$ cat src/hdl/rgbhsv_pkg.sv
package rgbhsv_pkg;

  // Default channel width.
  localparam int unsigned CHANNEL_BITS_DEF = 8;

  // Hue arithmetic.
  localparam int unsigned HUE_BITS       = 9;
  localparam int unsigned HUE_QBITS      = 6;    // quotient of 60*diff/delta is at most 60
  localparam int unsigned HUE_SCALE      = 60;
  localparam int unsigned HUE_GREEN_BASE = 120;
  localparam int unsigned HUE_BLUE_BASE  = 240;
  localparam int unsigned HUE_FULL_TURN  = 360;

  // Pipeline stages outside the divider: prepare, multiply, output register.
  localparam int unsigned EXTRA_STAGES = 3;

  typedef enum logic [1:0] {
    SEC_RED,
    SEC_GREEN,
    SEC_BLUE
  } rgbhsv_sector_e;

  // Control that travels alongside each pixel through the pipeline.
  typedef struct packed {
    logic           valid;
    logic           grey;   // max equals min
    logic           black;  // max is zero
    rgbhsv_sector_e sector;
    logic           neg;    // hue offset is negative
  } rgbhsv_ctrl_t;

endpackage

$ cat src/hdl/rgbhsv_prep.sv
module rgbhsv_prep #(
  parameter int unsigned CHANNEL_BITS = rgbhsv_pkg::CHANNEL_BITS_DEF
) (
  input  logic                                       clk_i,
  input  logic                                       rst_ni,
  input  logic                                       valid_i,
  input  logic [CHANNEL_BITS-1:0]                    red_i,
  input  logic [CHANNEL_BITS-1:0]                    green_i,
  input  logic [CHANNEL_BITS-1:0]                    blue_i,
  output rgbhsv_pkg::rgbhsv_ctrl_t                   ctrl_o,
  output logic [CHANNEL_BITS-1:0]                    max_o,
  output logic [CHANNEL_BITS-1:0]                    delta_o,
  output logic [CHANNEL_BITS+rgbhsv_pkg::HUE_QBITS-1:0] hue_num_o,
  output logic [2*CHANNEL_BITS-1:0]                  sat_num_o
);
  import rgbhsv_pkg::*;

  localparam int unsigned W  = CHANNEL_BITS;
  localparam int unsigned HW = CHANNEL_BITS + HUE_QBITS;

  // First stage: extremes, sector and the hue difference as magnitude and sign.
  logic [W-1:0]   max_c, min_c, op_a, op_b, diff_c;
  rgbhsv_sector_e sector_c;
  rgbhsv_ctrl_t   ctrl_a_d, ctrl_a_q;
  logic [W-1:0]   max_a_q, delta_a_q, diff_a_q;

  always_comb begin
    max_c = red_i;
    if (green_i > max_c) max_c = green_i;
    if (blue_i > max_c) max_c = blue_i;
    min_c = red_i;
    if (green_i < min_c) min_c = green_i;
    if (blue_i < min_c) min_c = blue_i;

    if (max_c == red_i) begin
      sector_c = SEC_RED;
      op_a     = green_i;
      op_b     = blue_i;
    end else if (max_c == green_i) begin
      sector_c = SEC_GREEN;
      op_a     = blue_i;
      op_b     = red_i;
    end else begin
      sector_c = SEC_BLUE;
      op_a     = red_i;
      op_b     = green_i;
    end
    diff_c = (op_a < op_b) ? (op_b - op_a) : (op_a - op_b);

    ctrl_a_d.valid  = valid_i;
    ctrl_a_d.grey   = (max_c == min_c);
    ctrl_a_d.black  = (max_c == '0);
    ctrl_a_d.sector = sector_c;
    ctrl_a_d.neg    = (op_a < op_b);
  end

  always_ff @(posedge clk_i or negedge rst_ni) begin
    if (!rst_ni) begin
      ctrl_a_q <= '0;
    end else begin
      ctrl_a_q <= ctrl_a_d;
    end
  end

  always_ff @(posedge clk_i) begin
    max_a_q   <= max_c;
    delta_a_q <= max_c - min_c;
    diff_a_q  <= diff_c;
  end

  // Second stage: scale the numerators of both divisions.
  rgbhsv_ctrl_t         ctrl_b_q;
  logic [W-1:0]         max_b_q, delta_b_q;
  logic [HW-1:0]        hue_num_d, hue_num_q;
  logic [2*W-1:0]       sat_num_d, sat_num_q;

  assign hue_num_d = HW'(diff_a_q) * HW'(HUE_SCALE);
  // The full-scale code times delta is delta shifted up by W minus delta.
  assign sat_num_d = {delta_a_q, {W{1'b0}}} - (2*W)'(delta_a_q);

  always_ff @(posedge clk_i or negedge rst_ni) begin
    if (!rst_ni) begin
      ctrl_b_q <= '0;
    end else begin
      ctrl_b_q <= ctrl_a_q;
    end
  end

  always_ff @(posedge clk_i) begin
    max_b_q   <= max_a_q;
    delta_b_q <= delta_a_q;
    hue_num_q <= hue_num_d;
    sat_num_q <= sat_num_d;
  end

  assign ctrl_o    = ctrl_b_q;
  assign max_o     = max_b_q;
  assign delta_o   = delta_b_q;
  assign hue_num_o = hue_num_q;
  assign sat_num_o = sat_num_q;

endmodule

$ cat src/hdl/rgbhsv_div.sv
module rgbhsv_div #(
  parameter int unsigned CHANNEL_BITS = rgbhsv_pkg::CHANNEL_BITS_DEF
) (
  input  logic                                          clk_i,
  input  logic                                          rst_ni,
  input  rgbhsv_pkg::rgbhsv_ctrl_t                      ctrl_i,
  input  logic [CHANNEL_BITS-1:0]                       max_i,
  input  logic [CHANNEL_BITS-1:0]                       delta_i,
  input  logic [CHANNEL_BITS+rgbhsv_pkg::HUE_QBITS-1:0] hue_num_i,
  input  logic [2*CHANNEL_BITS-1:0]                     sat_num_i,
  output rgbhsv_pkg::rgbhsv_ctrl_t                      ctrl_o,
  output logic [CHANNEL_BITS-1:0]                       max_o,
  output logic [rgbhsv_pkg::HUE_QBITS-1:0]              hue_quo_o,
  output logic [CHANNEL_BITS-1:0]                       sat_quo_o
);
  import rgbhsv_pkg::*;

  localparam int unsigned W  = CHANNEL_BITS;
  localparam int unsigned HQ = HUE_QBITS;
  localparam int unsigned NS = (W > HQ) ? W : HQ;

  // Restoring division, one quotient bit per stage. The saturation quotient
  // takes W stages and the hue quotient HQ stages; whichever finishes first
  // rides along until the last stage. Both quotients are known to fit, so
  // each remainder starts from the upper part of its numerator.
  rgbhsv_ctrl_t   ctrl_q [1:NS];
  logic [W-1:0]   max_q  [1:NS];
  logic [W-1:0]   squo_q [1:NS];
  logic [HQ-1:0]  hquo_q [1:NS];
  logic [W-1:0]   srem_q [1:W-1];
  logic [W-1:0]   slo_q  [1:W-1];
  logic [W-1:0]   hrem_q [1:HQ-1];
  logic [HQ-1:0]  hlo_q  [1:HQ-1];
  logic [W-1:0]   delta_q[1:HQ-1];

  for (genvar k = 0; k < NS; k++) begin : g_stage
    rgbhsv_ctrl_t  s_ctrl;
    logic [W-1:0]  s_max, s_quo, s_quo_nx;
    logic [HQ-1:0] h_quo, h_quo_nx;

    if (k == 0) begin : g_src_first
      assign s_ctrl = ctrl_i;
      assign s_max  = max_i;
      assign s_quo  = '0;
      assign h_quo  = '0;
    end else begin : g_src_rest
      assign s_ctrl = ctrl_q[k];
      assign s_max  = max_q[k];
      assign s_quo  = squo_q[k];
      assign h_quo  = hquo_q[k];
    end

    if (k < W) begin : g_sat
      logic [W-1:0] s_rem, s_lo, s_rem_nx;
      logic [W:0]   s_trial;
      logic         s_ge;

      if (k == 0) begin : g_ssrc_first
        assign s_rem = sat_num_i[2*W-1:W];
        assign s_lo  = sat_num_i[W-1:0];
      end else begin : g_ssrc_rest
        assign s_rem = srem_q[k];
        assign s_lo  = slo_q[k];
      end

      assign s_trial  = {s_rem, s_lo[W-1]};
      assign s_ge     = (s_trial >= {1'b0, s_max});
      assign s_rem_nx = s_ge ? W'(s_trial - {1'b0, s_max}) : s_trial[W-1:0];
      assign s_quo_nx = {s_quo[W-2:0], s_ge};

      if (k < W - 1) begin : g_sreg
        always_ff @(posedge clk_i) begin
          srem_q[k+1] <= s_rem_nx;
          slo_q[k+1]  <= {s_lo[W-2:0], 1'b0};
        end
      end
    end else begin : g_sat_done
      assign s_quo_nx = s_quo;
    end

    if (k < HQ) begin : g_hue
      logic [W-1:0]  h_rem, h_delta, h_rem_nx;
      logic [HQ-1:0] h_lo;
      logic [W:0]    h_trial;
      logic          h_ge;

      if (k == 0) begin : g_hsrc_first
        assign h_rem   = hue_num_i[W+HQ-1:HQ];
        assign h_lo    = hue_num_i[HQ-1:0];
        assign h_delta = delta_i;
      end else begin : g_hsrc_rest
        assign h_rem   = hrem_q[k];
        assign h_lo    = hlo_q[k];
        assign h_delta = delta_q[k];
      end

      assign h_trial  = {h_rem, h_lo[HQ-1]};
      assign h_ge     = (h_trial >= {1'b0, h_delta});
      assign h_rem_nx = h_ge ? W'(h_trial - {1'b0, h_delta}) : h_trial[W-1:0];
      assign h_quo_nx = {h_quo[HQ-2:0], h_ge};

      if (k + 1 < HQ) begin : g_hreg
        always_ff @(posedge clk_i) begin
          hrem_q[k+1]  <= h_rem_nx;
          hlo_q[k+1]   <= {h_lo[HQ-2:0], 1'b0};
          delta_q[k+1] <= h_delta;
        end
      end
    end else begin : g_hue_done
      assign h_quo_nx = h_quo;
    end

    always_ff @(posedge clk_i or negedge rst_ni) begin
      if (!rst_ni) begin
        ctrl_q[k+1] <= '0;
      end else begin
        ctrl_q[k+1] <= s_ctrl;
      end
    end

    always_ff @(posedge clk_i) begin
      max_q[k+1]  <= s_max;
      squo_q[k+1] <= s_quo_nx;
      hquo_q[k+1] <= h_quo_nx;
    end
  end

  assign ctrl_o    = ctrl_q[NS];
  assign max_o     = max_q[NS];
  assign hue_quo_o = hquo_q[NS];
  assign sat_quo_o = squo_q[NS];

endmodule

$ cat src/hdl/rgbhsv_final.sv
module rgbhsv_final #(
  parameter int unsigned CHANNEL_BITS = rgbhsv_pkg::CHANNEL_BITS_DEF
) (
  input  logic                                clk_i,
  input  logic                                rst_ni,
  input  rgbhsv_pkg::rgbhsv_ctrl_t            ctrl_i,
  input  logic [CHANNEL_BITS-1:0]             max_i,
  input  logic [rgbhsv_pkg::HUE_QBITS-1:0]    hue_quo_i,
  input  logic [CHANNEL_BITS-1:0]             sat_quo_i,
  output logic                                done_o,
  output logic [rgbhsv_pkg::HUE_BITS-1:0]     hue_deg_o,
  output logic [CHANNEL_BITS-1:0]             saturation_o,
  output logic [CHANNEL_BITS-1:0]             brightness_o
);
  import rgbhsv_pkg::*;

  logic [HUE_BITS-1:0]     quo_ext, hue_d, hue_q;
  logic [CHANNEL_BITS-1:0] sat_d, sat_q, bright_q;
  logic                    done_q;

  assign quo_ext = HUE_BITS'(hue_quo_i);

  always_comb begin
    case (ctrl_i.sector)
      SEC_RED: begin
        // A negative offset wraps around the circle; minus zero stays zero.
        if (ctrl_i.neg && (hue_quo_i != '0)) begin
          hue_d = HUE_BITS'(HUE_FULL_TURN) - quo_ext;
        end else begin
          hue_d = quo_ext;
        end
      end
      SEC_GREEN: begin
        hue_d = ctrl_i.neg ? HUE_BITS'(HUE_GREEN_BASE) - quo_ext
                           : HUE_BITS'(HUE_GREEN_BASE) + quo_ext;
      end
      SEC_BLUE: begin
        hue_d = ctrl_i.neg ? HUE_BITS'(HUE_BLUE_BASE) - quo_ext
                           : HUE_BITS'(HUE_BLUE_BASE) + quo_ext;
      end
      default: begin
        hue_d = '0;
      end
    endcase
    if (ctrl_i.grey) hue_d = '0;
    sat_d = ctrl_i.black ? '0 : sat_quo_i;
  end

  always_ff @(posedge clk_i or negedge rst_ni) begin
    if (!rst_ni) begin
      done_q <= 1'b0;
    end else begin
      done_q <= ctrl_i.valid;
    end
  end

  always_ff @(posedge clk_i) begin
    hue_q    <= hue_d;
    sat_q    <= sat_d;
    bright_q <= max_i;
  end

  assign done_o       = done_q;
  assign hue_deg_o    = hue_q;
  assign saturation_o = sat_q;
  assign brightness_o = bright_q;

endmodule

$ cat src/hdl/rgb_to_hsv_converter_top.sv
// RGB to HSV pixel converter.
// A pixel transaction is accepted at each rising edge where start_i is high and
// busy_o is low. The pipeline never refuses a pixel, so busy_o stays low and a
// new pixel may be presented in every clock cycle.
// The result transaction appears on hue_deg_o, saturation_o and brightness_o
// for exactly one cycle, marked by done_o. Results leave in the order the
// pixels came in. Throughput is one pixel per cycle. The divider resolves
// one quotient bit per stage: CHANNEL_BITS stages for the saturation
// quotient and six for the hue quotient, side by side.
// Brightness is the largest channel, saturation is the full-scale code times
// (max - min) divided by max, and hue is in whole degrees from 0 to 359.
// Reset clears the valid bits of every stage, so no result is shown until a
// pixel has been accepted after reset. The receiver cannot hold results off,
// so there is no back-pressure anywhere in the pipeline.
module rgb_to_hsv_converter_top #(
  parameter int unsigned CHANNEL_BITS = rgbhsv_pkg::CHANNEL_BITS_DEF
) (
  input  logic                            clk_i,
  input  logic                            rst_ni,
  input  logic                            start_i,
  output logic                            busy_o,
  input  logic [CHANNEL_BITS-1:0]         red_in_i,
  input  logic [CHANNEL_BITS-1:0]         green_in_i,
  input  logic [CHANNEL_BITS-1:0]         blue_in_i,
  output logic                            done_o,
  output logic [rgbhsv_pkg::HUE_BITS-1:0] hue_deg_o,
  output logic [CHANNEL_BITS-1:0]         saturation_o,
  output logic [CHANNEL_BITS-1:0]         brightness_o
);
  import rgbhsv_pkg::*;

  localparam int unsigned W = CHANNEL_BITS;

  // Prepare stages to divider.
  rgbhsv_ctrl_t             prep_ctrl;
  logic [W-1:0]             prep_max, prep_delta;
  logic [W+HUE_QBITS-1:0]   prep_hue_num;
  logic [2*W-1:0]           prep_sat_num;

  // Divider to output stage.
  rgbhsv_ctrl_t             div_ctrl;
  logic [W-1:0]             div_max, div_sat_quo;
  logic [HUE_QBITS-1:0]     div_hue_quo;

  // Every cycle is open for a new pixel.
  assign busy_o = 1'b0;

  rgbhsv_prep #(
    .CHANNEL_BITS(CHANNEL_BITS)
  ) u_prep (
    .clk_i     (clk_i),
    .rst_ni    (rst_ni),
    .valid_i   (start_i && !busy_o),
    .red_i     (red_in_i),
    .green_i   (green_in_i),
    .blue_i    (blue_in_i),
    .ctrl_o    (prep_ctrl),
    .max_o     (prep_max),
    .delta_o   (prep_delta),
    .hue_num_o (prep_hue_num),
    .sat_num_o (prep_sat_num)
  );

  rgbhsv_div #(
    .CHANNEL_BITS(CHANNEL_BITS)
  ) u_div (
    .clk_i     (clk_i),
    .rst_ni    (rst_ni),
    .ctrl_i    (prep_ctrl),
    .max_i     (prep_max),
    .delta_i   (prep_delta),
    .hue_num_i (prep_hue_num),
    .sat_num_i (prep_sat_num),
    .ctrl_o    (div_ctrl),
    .max_o     (div_max),
    .hue_quo_o (div_hue_quo),
    .sat_quo_o (div_sat_quo)
  );

  rgbhsv_final #(
    .CHANNEL_BITS(CHANNEL_BITS)
  ) u_final (
    .clk_i        (clk_i),
    .rst_ni       (rst_ni),
    .ctrl_i       (div_ctrl),
    .max_i        (div_max),
    .hue_quo_i    (div_hue_quo),
    .sat_quo_i    (div_sat_quo),
    .done_o       (done_o),
    .hue_deg_o    (hue_deg_o),
    .saturation_o (saturation_o),
    .brightness_o (brightness_o)
  );

endmodule

$ cat config.mk
export PLATFORM = sky130hd
export DESIGN_NAME = rgb_to_hsv_converter_top
export DESIGN_NICKNAME = d
export VERILOG_FILES = /design/src/hdl/rgbhsv_pkg.sv /design/src/hdl/rgbhsv_prep.sv /design/src/hdl/rgbhsv_div.sv /design/src/hdl/rgbhsv_final.sv /design/src/hdl/rgb_to_hsv_converter_top.sv
export SDC_FILE = /design/constraint.sdc
export NUM_CORES = 1
export LEC_CHECK = 0
export ABC_AREA = 0
export BUFFER_PORTS_ARGS = -buffer_cell sky130_fd_sc_hd__buf_4
export CAP_MARGIN = 30
export CORE_MARGIN = 3
export CORE_UTILIZATION = 43
export CTS_BUF_LIST = sky130_fd_sc_hd__clkbuf_16
export DETAILED_ROUTE_END_ITERATION = 8
export HOLD_SLACK_MARGIN = 0.08
export PLACE_DENSITY = 0.61
export SLEW_MARGIN = 15
export SYNTH_ARGS = -nofsm -noshare
export SYNTH_HDL_FRONTEND = slang
export SYNTH_HIERARCHICAL = 1
export SYNTH_SLANG_ARGS = --single-unit
$ cat constraint.sdc
create_clock -name clk_i -period 9 [get_ports clk_i]
set_clock_uncertainty 0.1 [all_clocks]
set_input_delay 0.9 -clock clk_i [delete_from_list [all_inputs] [get_ports clk_i]]
set_output_delay 0.9 -clock clk_i [all_outputs]
set_load 0.01 [all_outputs]
Word level (Yosys, flattened, before mapping)
Memories as Yosys holds them, arrays and structs flattened. A register that Yosys moved wholly into a read port is not among the register bits.
Cells that the tools add are included.
{"block": "op_classes", "addsub": 21, "multipliers": 1, "magnitude_cmp": 19, "eq_ne": 5, "muxes": 27, "n_reduce_logical": 4}
{"operator": "$mux 8", "n": 21}
{"operator": "$ge 9x8->1", "n": 14}
{"operator": "$sub 8x8->8", "n": 15}
{"operator": "$mux 9", "n": 3}
{"operator": "$pmux 9 s3", "n": 1}
{"operator": "$eq 8x8->1", "n": 3}
{"operator": "$lt 8x8->1", "n": 3}
{"operator": "$gt 8x8->1", "n": 2}
{"operator": "$sub 16x8->16", "n": 1}
{"operator": "$mul 8x4->12 const B", "n": 1}
{"operator": "$add 8x6->9 const A", "n": 1}
{"operator": "$sub 8x6->9 const A", "n": 1}
{"operator": "$sub 9x6->9 const A", "n": 1}
{"operator": "$add 7x6->8 const A", "n": 1}
{"operator": "$logic_not 8->1", "n": 1}
{"operator": "$sub 7x6->8 const A", "n": 1}
{"operator": "$reduce_bool 6->1", "n": 1}
{"operator": "$mux 2", "n": 2}
{"operator": "$eq 2x1->1 const B", "n": 1}
{"operator": "$eq 2x2->1 const B", "n": 1}
{"operator": "$logic_not 2->1", "n": 1}
{"operator": "$logic_and 1x1->1", "n": 1}
{"block": "word_totals", "ff_bits": 138, "ram_bits": 386, "in_bits": 27, "out_inout_bits": 27, "elab_cells": 144, "mem_count": 8}
{"memory": "u_div.max_q", "words": 8, "width": 8, "read_ports": 8, "rd_clocked_by_memory_dff": 1, "wr": 8, "line_no": "rgbhsv_div.sv:27", "source": "logic [W-1:0] max_q [1:NS];"}
{"memory": "u_div.squo_q", "words": 8, "width": 8, "read_ports": 8, "rd_clocked_by_memory_dff": 1, "wr": 8, "line_no": "rgbhsv_div.sv:28", "source": "logic [W-1:0] squo_q [1:NS];"}
{"memory": "u_div.srem_q", "words": 7, "width": 8, "read_ports": 7, "rd_clocked_by_memory_dff": 0, "wr": 7, "line_no": "rgbhsv_div.sv:30", "source": "logic [W-1:0] srem_q [1:W-1];"}
{"memory": "u_div.slo_q", "words": 7, "width": 7, "read_ports": 7, "rd_clocked_by_memory_dff": 0, "wr": 7, "line_no": "rgbhsv_div.sv:31", "source": "logic [W-1:0] slo_q [1:W-1];"}
{"memory": "u_div.hquo_q", "words": 8, "width": 6, "read_ports": 8, "rd_clocked_by_memory_dff": 0, "wr": 8, "line_no": "rgbhsv_div.sv:29", "source": "logic [HQ-1:0] hquo_q [1:NS];"}
{"memory": "u_div.delta_q", "words": 5, "width": 8, "read_ports": 5, "rd_clocked_by_memory_dff": 0, "wr": 5, "line_no": "rgbhsv_div.sv:34", "source": "logic [W-1:0] delta_q[1:HQ-1];"}
{"memory": "+2 memories"}

Depth between registers and ports, before layout
{"block": "logic_depth", "ltp_word": 9, "depth_mapped": 36, "mapped_depth_nobuf": 31}

Modules after synthesis
The synthesis kept the hierarchy.
{"module": "rgbhsv_div", "n_inst": 1, "cells_each": 1204, "area_each_um2": 13237.7, "seq_area_each_um2": 7447.1}
{"module": "rgbhsv_prep", "n_inst": 1, "cells_each": 587, "area_each_um2": 5195.0, "seq_area_each_um2": 1641.6}
{"module": "rgbhsv_final", "n_inst": 1, "cells_each": 131, "area_each_um2": 1263.7, "seq_area_each_um2": 525.5}
{"module": "rgb_to_hsv_converter_top", "n_inst": 1, "cells_each": 2, "area_each_um2": 11.3, "seq_area_each_um2": 0.0}

Worst setup path after synthesis
No wires, ideal clock.
{"block": "synth_path", "path_type": "input to register", "start": "input port green_in_i[0]", "end": "register u_prep.diff_a_q[7]", "setup_ns": 0.072, "arrival_time_ns": 7.526, "required_time_ns": 8.828, "slack_ns": 1.302, "path_stages": 35, "cell_sequence": "clkbuf_1 inv_1 ha_1 nor2b_1 o211ai_1 a211o_1 nand2_1 buf_2 buf_1 nor2_1 a21oi_1 ha_1 nand4_1 nor2_1 a211oi_4 or2_4 buf_6 o311ai_1 a222oi_1 nand2_2 buf_2 mux2i_1 a21oi_1 ha_1 a21o_1 a21oi_1 o21bai_1 a21oi_1 o21ai_1 inv_1 or3_1 o311ai_0 nand3_1 a31oi_1 xnor2_1"}
{"element": "from (decl)", "line_no": "rgb_to_hsv_converter_top.sv:23", "source": "input logic [CHANNEL_BITS-1:0] green_in_i,"}
{"element": "to (signal assigned)", "line_no": "rgbhsv_prep.sv:68", "source": "diff_a_q <= diff_c;"}
{"element": "to (decl)", "line_no": "rgbhsv_prep.sv:25", "source": "logic [W-1:0] max_a_q, delta_a_q, diff_a_q;"}

==> metrics.md <==
| Metric | Value |
|---|---|
| Syn Area/Cell | 10.2 um2 |
| Starting density of the core | 44.1% |
| Synth area leaders | dfxtp_1, ha_1, dfrtp_1 |
| Vias | 12,900 |
| Final setup viols | 0 |
| CTS sink cnt | 465 |
| RSZ-0062 raised after global routing | no |
| CTS resizes | 0 |
| Routed Antenna Nets | 0 |
| Layout area overhead | 12.7% |
| Top Ports | 54 |
| Most common cell on crit path | a21oi_1 |
| Ys Warns | 6 |
| Sequential-to-total area share from yosys stat | 48.8% |
| Register area | 0.00961 mm2 |
| Highest clock rate | 124 MHz |
| Async SR Flop Fraction | 13.1% |
| Status | complete, no violations |
| Hold Vio Cnt, Final | 0 |
| Clock root buffer | clkbuf_16 |
| Crit path max fanout | 27 |
| Crit path kind | input port to register |
| Antenna violations before repair | 0 |
| Maximum root-to-sink buffer count | 3 |
| Die X | 220 um |
| Worst Hold Class | register to register |
| Non-filler instance count after layout | 2,614 |
| Critical Path AT | 8.48 ns |
| Global-route wire length before repair | 60.9 mm |
| Fin crit period | 8.09 ns |
| Number of synthesized flops with an enable pin | 0 |
| Most frequent cell after synthesis | dfxtp_1 |
| Critical-path top delay cell | o21ai_1 |
| DR iter-0 viols | 645 |
| Cts bufs inserted | 47 |
| CP Launch Type | input port |
| Final WS setup | 0.910 ns |
| Nets | 2,221 |
| Clk_lat worst skew | 0.56 ns |
| Worst vdd ir | 0.202 mV |
| Max_cap viols | 0 |
| Placed Cells incl. Taps | 2,525 |
| Place WS | 0.475 ns |
| CTS tree | yes |
| Fillers | 4,131 |
| Relative slew slack | 46.2% |
| DR WL/cell | 13.9 um |
| Slew Viols, Final | 0 |
| GP Congestion | 0.847 |
| Power Density | 461 mW/mm2 |
| Detailed Routing Iterations Pass 1 | 5 |
| Row cnt | 77 |
| Vias per cell | 4.95 |
| Core Area | 0.0447 mm2 |
| Hold_buf cts | 0 |
| R2R Setup Slk | 5.48 ns |
| Gr usage total | 15.3% |
| Top_reg_cell synth | dfxtp_1 |
| Final worst path period share | 89.9% |
| Req. time, crit path | 9.39 ns |
| H-Tree Depth | 2 |
| Post-CTS setup buffer count | 0 |
| Post-Route WL | 36.2 mm |
| Input/output buffers | 52 |
| Sum of negative setup slack | 0 ns |
| Cell count after synthesis | 1,924 |
| CTS clk-pin slew, worst paths | 0.06 ns |
| Largest net degree at the start of global routing | 62 |
| Actual slew at the worst max-slew pin | 0.807 ns |
| DR DRC count | 0 |
| DIE AREA | 0.0484 mm2 |
| DP HPWL | 26.8 mm |
| Vias in the first global route | 12,900 |
| LEAKAGE | 10.4 nW |
| Largest area contributor in the netlist | dfxtp_1 |
| Synth cell count leaders | dfxtp_1, inv_1, ha_1, nor2_1, a21oi_1 |
| Yosys reg bits | 465 |
| Share of the synthesized area in the top cell type | 41.0% |
| Multi-input gate area | 0.00900 mm2 |
| CP Capture Type | register |
| Die Y | 220 um |
| Worst path max stage delay | 0.61 ns |
| Layout cell share with drive strength beyond 1 | 9.64% |
| Mapped cell area | 0.0197 mm2 |
| Inserted Diodes | 0 |
| Synth unique cells | 85 |
| Global route overflow | 0 |
==> registers in the layout (all words and copies together), names as in the netlist, 8 cells and up <==
name and count:
u_prep/diff_a_q 8, u_final/brightness_o 8, u_div/hquo_q 33, u_div/slo_q 28
u_div/hlo_q 15, u_div/delta_q 40, u_prep/max_o 8, u_div/srem_q 56
u_prep/hue_num_o 12, u_prep/sat_num_o 16, u_final/saturation_o 8, u_div/hrem_q 40
u_final/hue_deg_o 9, u_div/squo_q 36, u_div/max_q 64, u_prep/max_a_q 8
u_prep/delta_a_q 8, u_div/ctrl_q 42
==> worst paths after layout <==
check                                   startpoint                   end  cells past startpoint
worst max-delay path                   red_in_i[5]    u_prep/diff_a_q[7]                     32
worst min-delay path             u_div/hlo_q[0][7]    u_div/hlo_q[0][12]                      0
max in group asynchronous                   rst_ni      u_div/ctrl_q[40]                      1
worst max register to register  u_prep/diff_a_q[0]  u_prep/hue_num_o[13]                     15
worst min register to register   u_div/hlo_q[0][7]    u_div/hlo_q[0][12]                      0
min in group asynchronous                   rst_ni    u_prep/ctrl_a_q[1]                      1
==> layout make-up <==
class                           instances  area share, %
Clock buffer                           49           5.52
Clock inverter                         39           1.67
Inverter                              225           3.80
Multi-Input combinational cell       1188           40.5
Sequential cell                       465           43.3
Tap cell                              592           3.33
Timing Repair Buffer                   56           1.89
==> layout by cell type, fill, tap and decap left out, types with 16 or more instances in the layout <==
cell,synthesis,final
dfxtp_1,404,404
inv_1,225,234
ha_1,183,183
nor2_1,147,147
a21oi_1,145,145
o21ai_0,84,84
nand2_1,74,74
dfrtp_1,61,61
xnor2_1,57,57
buf_4,14,56
clkbuf_16,0,49
a21o_1,40,40
nand2b_1,37,37
xor2_1,28,28
fa_1,28,28
a21boi_0,27,27
nor2b_1,27,27
mux2i_1,25,25
mux2_2,23,23
o21a_1,21,21
a31o_2,18,18
a211oi_1,16,16
or3_1,16,16
==> critical path, delay by kind of cell <==
family,cells,cell delay (ns)
fa+ha+maj,3,1.03
compound gates,15,3.18
buf+inv,4,0.82
xor+xnor,1,0.13
simple gates,9,2.37
==> cell families after synthesis <==
kind of cell    share of synthesized area, %
buf+inv                                 5.55
xor+xnor                                3.89
compound gates                          15.0
flops                                   48.8
fa+ha+maj                               14.5
other cells                           0.0381
simple gates                            9.68
mux                                     2.58
==> per-stage QoR <==
step	total power, mW	instance area, um2	utilization, %	hold WS (ns)
after floorplan	7.29	19700	-	0.210
after global placement	8.19	20600	46.1	0.210
after detailed placement	8.33	20600	46.1	0.212
after CTS	10.4	22200	49.7	0.210
after global routing	11.2	22200	49.7	0.220
final	10.2	22200	49.7	0.214
==> per-layer routing <==
layer / vias up / track usage (%) / share of wire [%]
li1: 6644 / - / -
met1: 5989 / 18.8 / 46
met2: 210 / 26.5 / 47
met3: 86 / 2.81 / 3.8
met4: 0 / 6.20 / 3.7
met5: - / 0 / 0
==> power breakdown <==
| group | switching, mW | leakage, nW | internal (mW) | total [mW] |
|---|---|---|---|---|
| Clock | 0.769 | 0.812 | 1.19 | 1.96 |
| Combinational | 2.53 | 5.44 | 2.29 | 4.83 |
| Sequential | 0.445 | 4.17 | 3.02 | 3.46 |
Power figures use the tool's default switching activity.
